**config.mk**
```make
export PLATFORM = sky130hd
export DESIGN_NAME = imm_ctrl
export DESIGN_NICKNAME = d
export VERILOG_FILES = /design/src/imm_pkg.sv /design/src/imm_ctrl.sv
export SDC_FILE = /design/constraint.sdc
export NUM_CORES = 1
export LEC_CHECK = 0
export ABC_AREA = 0
export BUFFER_PORTS_ARGS = -buffer_cell sky130_fd_sc_hd__buf_2
export CAP_MARGIN = 30
export CORE_MARGIN = 4
export CORE_UTILIZATION = 55
export DETAILED_ROUTE_END_ITERATION = 8
export PLACE_DENSITY_LB_ADDON = 0.1
export SYNTH_ARGS = -nofsm -noshare
export SYNTH_HDL_FRONTEND = slang
export SYNTH_SLANG_ARGS = --single-unit
```
**constraint.sdc**
```tcl
create_clock -name clk_i -period 5.2 [get_ports clk_i]
set_input_delay 1.04 -clock clk_i [delete_from_list [all_inputs] [get_ports clk_i]]
set_output_delay 1.04 -clock clk_i [all_outputs]
set_load 0.01 [all_outputs]
```
**src/imm_pkg.sv**
```systemverilog
`default_nettype none

package imm_pkg;

  // Width of one limb on the ports
  localparam int WORD_BITS = 32;

  // One input transfer: a limb of each operand
  typedef struct packed {
    logic [WORD_BITS-1:0] a_word;
    logic [WORD_BITS-1:0] b_word;
    logic [WORD_BITS-1:0] modulus_word;
    logic                 final_limb;
  } in_item_t;

  // One result transfer
  typedef struct packed {
    logic [WORD_BITS-1:0] product_word;
    logic                 product_last;
  } out_item_t;

  // Commands from the controller to the datapath
  typedef struct packed {
    logic load_we;   // store the input limbs at idx
    logic init;      // clear accumulator and flags for a new run
    logic b_rd;      // read a multiplier limb at idx
    logic b_latch;   // take the multiplier limb into the bit shifter
    logic pass_rd;   // read operand limbs at idx for a limb pass
    logic calc;      // process the limb read in the previous cycle
    logic first;     // that limb is the least significant one
    logic commit;    // end of a bit step: pick reduced copies, shift b
    logic out_rd;    // read an accumulator limb at idx for output
    logic out_last;  // that limb is the most significant one
  } cmd_t;

endpackage

`default_nettype wire

```
**src/imm_ctrl.sv**
```systemverilog
`default_nettype none

module imm_ctrl #(
  parameter int LIMBS     = 32,
  parameter int LIMB_BITS = 32,
  localparam int IW = (LIMBS > 1) ? $clog2(LIMBS) : 1
) (
  input  wire logic          clk_i,
  input  wire logic          rst_ni,
  input  wire logic          start_i,
  input  wire logic          final_i,
  output logic               busy_o,
  output imm_pkg::cmd_t      cmd_o,
  output logic [IW-1:0]      idx_o
);

  localparam int CW = $clog2(LIMBS + 1);
  localparam int BW = $clog2(LIMB_BITS);
  localparam logic [CW-1:0] LIMBS_C = CW'(LIMBS);
  localparam logic [BW-1:0] LAST_BIT = BW'(LIMB_BITS - 1);

  localparam logic [2:0] ST_IDLE  = 3'd0;
  localparam logic [2:0] ST_FETCH = 3'd1;
  localparam logic [2:0] ST_LATCH = 3'd2;
  localparam logic [2:0] ST_START = 3'd3;
  localparam logic [2:0] ST_PASS  = 3'd4;
  localparam logic [2:0] ST_FIN   = 3'd5;
  localparam logic [2:0] ST_OUT   = 3'd6;

  logic [2:0]    state_q, state_d;
  logic [CW-1:0] lcnt_q, lcnt_d;
  logic [CW-1:0] n_q, n_d;
  logic [IW-1:0] blimb_q, blimb_d;
  logic [BW-1:0] bpos_q, bpos_d;
  logic [IW-1:0] i_q, i_d;
  logic [CW-1:0] i_next;
  logic [CW-1:0] blimb_next;

  assign i_next     = CW'(i_q) + CW'(1);
  assign blimb_next = CW'(blimb_q) + CW'(1);

  // Sequence loads, bit steps, limb passes and output
  always_comb begin
    state_d = state_q;
    lcnt_d  = lcnt_q;
    n_d     = n_q;
    blimb_d = blimb_q;
    bpos_d  = bpos_q;
    i_d     = i_q;
    cmd_o   = '0;
    idx_o   = '0;
    unique case (state_q)
      ST_IDLE: begin
        if (start_i) begin
          idx_o = lcnt_q[IW-1:0];
          if (lcnt_q < LIMBS_C) begin
            cmd_o.load_we = 1'b1;
            lcnt_d = lcnt_q + CW'(1);
          end
          if (final_i) begin
            cmd_o.init = 1'b1;
            n_d     = lcnt_d;
            lcnt_d  = '0;
            blimb_d = '0;
            state_d = ST_FETCH;
          end
        end
      end
      ST_FETCH: begin
        cmd_o.b_rd = 1'b1;
        idx_o = blimb_q;
        state_d = ST_LATCH;
      end
      ST_LATCH: begin
        cmd_o.b_latch = 1'b1;
        bpos_d  = '0;
        state_d = ST_START;
      end
      ST_START: begin
        cmd_o.pass_rd = 1'b1;
        idx_o = '0;
        i_d = '0;
        state_d = ST_PASS;
      end
      ST_PASS: begin
        cmd_o.calc  = 1'b1;
        cmd_o.first = (i_q == '0);
        if (i_next < n_q) begin
          cmd_o.pass_rd = 1'b1;
          idx_o = i_next[IW-1:0];
          i_d = i_next[IW-1:0];
        end else begin
          state_d = ST_FIN;
        end
      end
      ST_FIN: begin
        cmd_o.commit = 1'b1;
        i_d = '0;
        if (bpos_q == LAST_BIT) begin
          bpos_d = '0;
          if (blimb_next == n_q) begin
            state_d = ST_OUT;
          end else begin
            blimb_d = blimb_next[IW-1:0];
            state_d = ST_FETCH;
          end
        end else begin
          bpos_d  = bpos_q + BW'(1);
          state_d = ST_START;
        end
      end
      ST_OUT: begin
        cmd_o.out_rd   = 1'b1;
        cmd_o.out_last = (i_next == n_q);
        idx_o = i_q;
        if (i_next == n_q) begin
          state_d = ST_IDLE;
        end else begin
          i_d = i_next[IW-1:0];
        end
      end
      default: begin
        state_d = ST_IDLE;
      end
    endcase
  end

  // Hold state and counters
  always_ff @(posedge clk_i or negedge rst_ni) begin
    if (!rst_ni) begin
      state_q <= ST_IDLE;
      lcnt_q  <= '0;
      n_q     <= '0;
      blimb_q <= '0;
      bpos_q  <= '0;
      i_q     <= '0;
    end else begin
      state_q <= state_d;
      lcnt_q  <= lcnt_d;
      n_q     <= n_d;
      blimb_q <= blimb_d;
      bpos_q  <= bpos_d;
      i_q     <= i_d;
    end
  end

  assign busy_o = (state_q != ST_IDLE);

endmodule

`default_nettype wire

```
==> run metrics <==
period utilization=0.726; hold_buf cts=0; EDFF count, synth=0; initial antenna violation count=0; multiplexer area fraction after synthesis=0.0145; largest cells by area after synthesis=dfrtp_1 36%, ha_1 7.2%, o21ai_0 5.5%, nand2_1 5.2%, xor2_1 3.4%; H-tree Lvls=2; Setup crit end kind=primary output; DP HPWL=between 3000 and 4000 µm; largest family of logic cells by synthesized area=simple AND/OR/NAND/NOR gates; Post-Synth XOR/XNOR Area=0.0506; CP required=between 4 and 5 ns; final core utilization=0.611; Setup Crit Path Kind=reg -> out; adder-cell share of the synthesized area=0.0723; Reg clk slew, reported paths=roughly 0.060 ns; Internal Power=roughly 0.64 mW; register share of total power=0.368; Via density=5.72; post-route ant nets=0; setup violation total in the final timing report=0; Initial Util=0.567; layout cell share with drive strength beyond 1=0.157; Syn Std Cell Area=2080 µm²; CP Launch Type=flop; Min Clock Period, post-route=3.77 ns; DRC=0; Overall Global Routing Usage=0.207; Layout Nets=about 270; vias in the first global route=1669; static leakage=1.10 nW; Psw=0.549 mW; final slew viol count=0; I/O Pins=20; final hold vios=0; post-CTS sizing=0; Post-Syn Nets=252; status=finished, final reports clean; Area after DPL=2160 µm²; sequential share of the synthesized area=0.362; power share of the combinational group=0.480; clk sinks=30; largest net degree at the start of global routing=31; RSZ-0062 raised after global routing=no; std cell rows=22; Syn Inst Count=236; post-synth top area cell=dfrtp_1; gpl congestion=0.928; top_reg_cell synth=dfrtp_1; max-cap violations=0; Hold Path Class=reg -> reg; Synth top area share=0.362; Vias=between 1500 and 2000; IO Port Bufs=19; PD cells=532 nW/µm²; CTS max path bufs=2; post-DR wirelength/cell=15.7 µm; die width=69.4 µm; Post-CTS Repair Setup Buffers=0; Async SR Flop Fraction=1.00; Slew HR=0.443; synth warn=0; Die H=69.4 µm; post-synthesis compound-gate area fraction=0.207; ANT cells=0; Max IR drop VDD=313 µV; post-synthesis cell type count=51; First-pass DRT Iterations=4; total die area=4820 µm²; drt first-iter violations=140; Synth Area in Simple Gates=0.225; FILL cells=333; Yosys reg bits=30; grt total ovfl=0; fmax=~0.27 GHz; global-route wire length before repair=around 8000 µm; Least-Margin Pin Slew=0.834 ns; CTS tree=built; Syn-to-layout area delta=7.84%; Final Routed Wirelength=4680 µm; Placed Instances=291; Core ar.=roughly 3700 µm²; Root Driver=clkbuf_8; cts bufs inserted=5; post-route insts no fill=297; Clk pwr share=0.152; Final Instance Area=2240 µm²; Final Skew=0.00651 ns; CP max FO=8; CP Data Arrival Time=approximately 2.7 ns; Worst-Skew Late Latency=0.27 ns; switching share of total power=0.461; Post-Syn Area per Cell=8.80 µm²; setup TNS=0 ns
==> kinds of logic (layout without fill, tap and decap cells) <==
family | count (synthesis) | in the layout
mux | 3 | 3
compound gates | 62 | 62
flops | 30 | 30
simple gates | 87 | 87
buf+inv | 30 | 43
xor+xnor | 12 | 12
fa+ha+maj | 12 | 12
==> power by group through the flow <==
stage | clock network (mW) | registers, mW | logic (mW)
finish | 0.182 | 0.438 | 0.571
global route | 0.199 | 0.453 | 0.651
CTS | 0.186 | 0.437 | 0.572
detailed placement | 0 | 0.440 | 0.567
global placement | 0 | 0.436 | 0.560
floorplan | 0 | 0.358 | 0.512
==> Yosys cell counts (3+ instances only) <==
cell      instances
o31ai_1           3
a22o_1            3
ha_1             12
nand2b_1          6
a222oi_1          4
o21ai_1           3
o21ai_0          23
clkbuf_1          3
buf_4             5
nor2b_1           3
a21oi_1           7
nand3_1          11
nand2_1          29
a31oi_1           4
nor2_1           15
xnor2_1           4
nor3b_1           3
mux2i_1           3
inv_1            18
dfrtp_1          30
xor2_1            8
==> worst max-delay path, stage by stage (launching register included) <==
cell      delay, ns
dfrtp_1        0.44
ha_1           0.28
nand3_1        0.11
xor2_1         0.22
inv_1          0.07
ha_1           0.29
nand4_1        0.15
o221ai_2       0.38
a21oi_1        0.12
a221o_1        0.28
buf_2          0.14
==> area by class of cell <==
cell class	instances	area (µm²)	area share
Multi-Input combinational cell	176	1180	0.528
Inverter	18	67.6	0.0302
Timing Repair Buffer	19	95.1	0.0425
Clock buffer	6	82.6	0.0369
Sequential cell	30	751	0.335
Tap cell	48	60.1	0.0268
==> worst paths after layout <==
check                      slack (ns)  depth (start not counted)                   from                    end
min in group asynchronous        0.80                          1                 rst_ni     i_q[2]$_DFFE_PN0P_
max reg2reg                      2.64                         11     i_q[0]$_DFFE_PN0P_     i_q[2]$_DFFE_PN0P_
max in group asynchronous        3.96                          1                 rst_ni     n_q[2]$_DFFE_PN0P_
max                              1.43                         10     i_q[0]$_DFFE_PN0P_               idx_o[0]
min reg2reg                      0.49                          1  bpos_q[3]$_DFFE_PN0P_  bpos_q[3]$_DFFE_PN0P_
min                              0.49                          1  bpos_q[3]$_DFFE_PN0P_  bpos_q[3]$_DFFE_PN0P_
==> placed cells by master, fill, tap and decap left out, types with 6 or more instances in the layout <==
master,synthesis,final
nand2b_1,6,6
clkbuf_8,0,6
xor2_1,8,8
a21oi_1,7,7
o21ai_0,23,23
nand2_1,29,29
ha_1,12,12
nor2_1,15,15
dfrtp_1,30,30
nand3_1,11,11
buf_2,2,19
inv_1,18,18
==> metrics by stage <==
stage          hold slack [ns]  power (mW)  setup WS, ns
2_1_floorplan            0.440       0.870          2.05
3_3_place_gp             0.471       0.996          1.80
3_5_place_dp             0.475        1.01          1.74
4_1_cts                  0.485        1.19          1.41
5_1_grt                  0.525        1.30          1.23
6_report                 0.491        1.19          1.43
==> flip-flops by register name, summed over array words and instances (netlist names) <==
signal / count
i_q: 5
n_q: 6
state_q: 3
bpos_q: 5
lcnt_q: 6
blimb_q: 5
==> routing by layer <==
layer  global-route usage  part of all wire  routed length (µm)  up-vias
li1                     -                 -                   -      851
met1                0.293              0.48                2220      794
met2                0.306              0.45                2100       48
met3               0.0507             0.060                 279        6
met4               0.0738             0.014                  67        0
met5                    0                 0                   0        -
No activity file was read; power rests on OpenSTA's default activity.
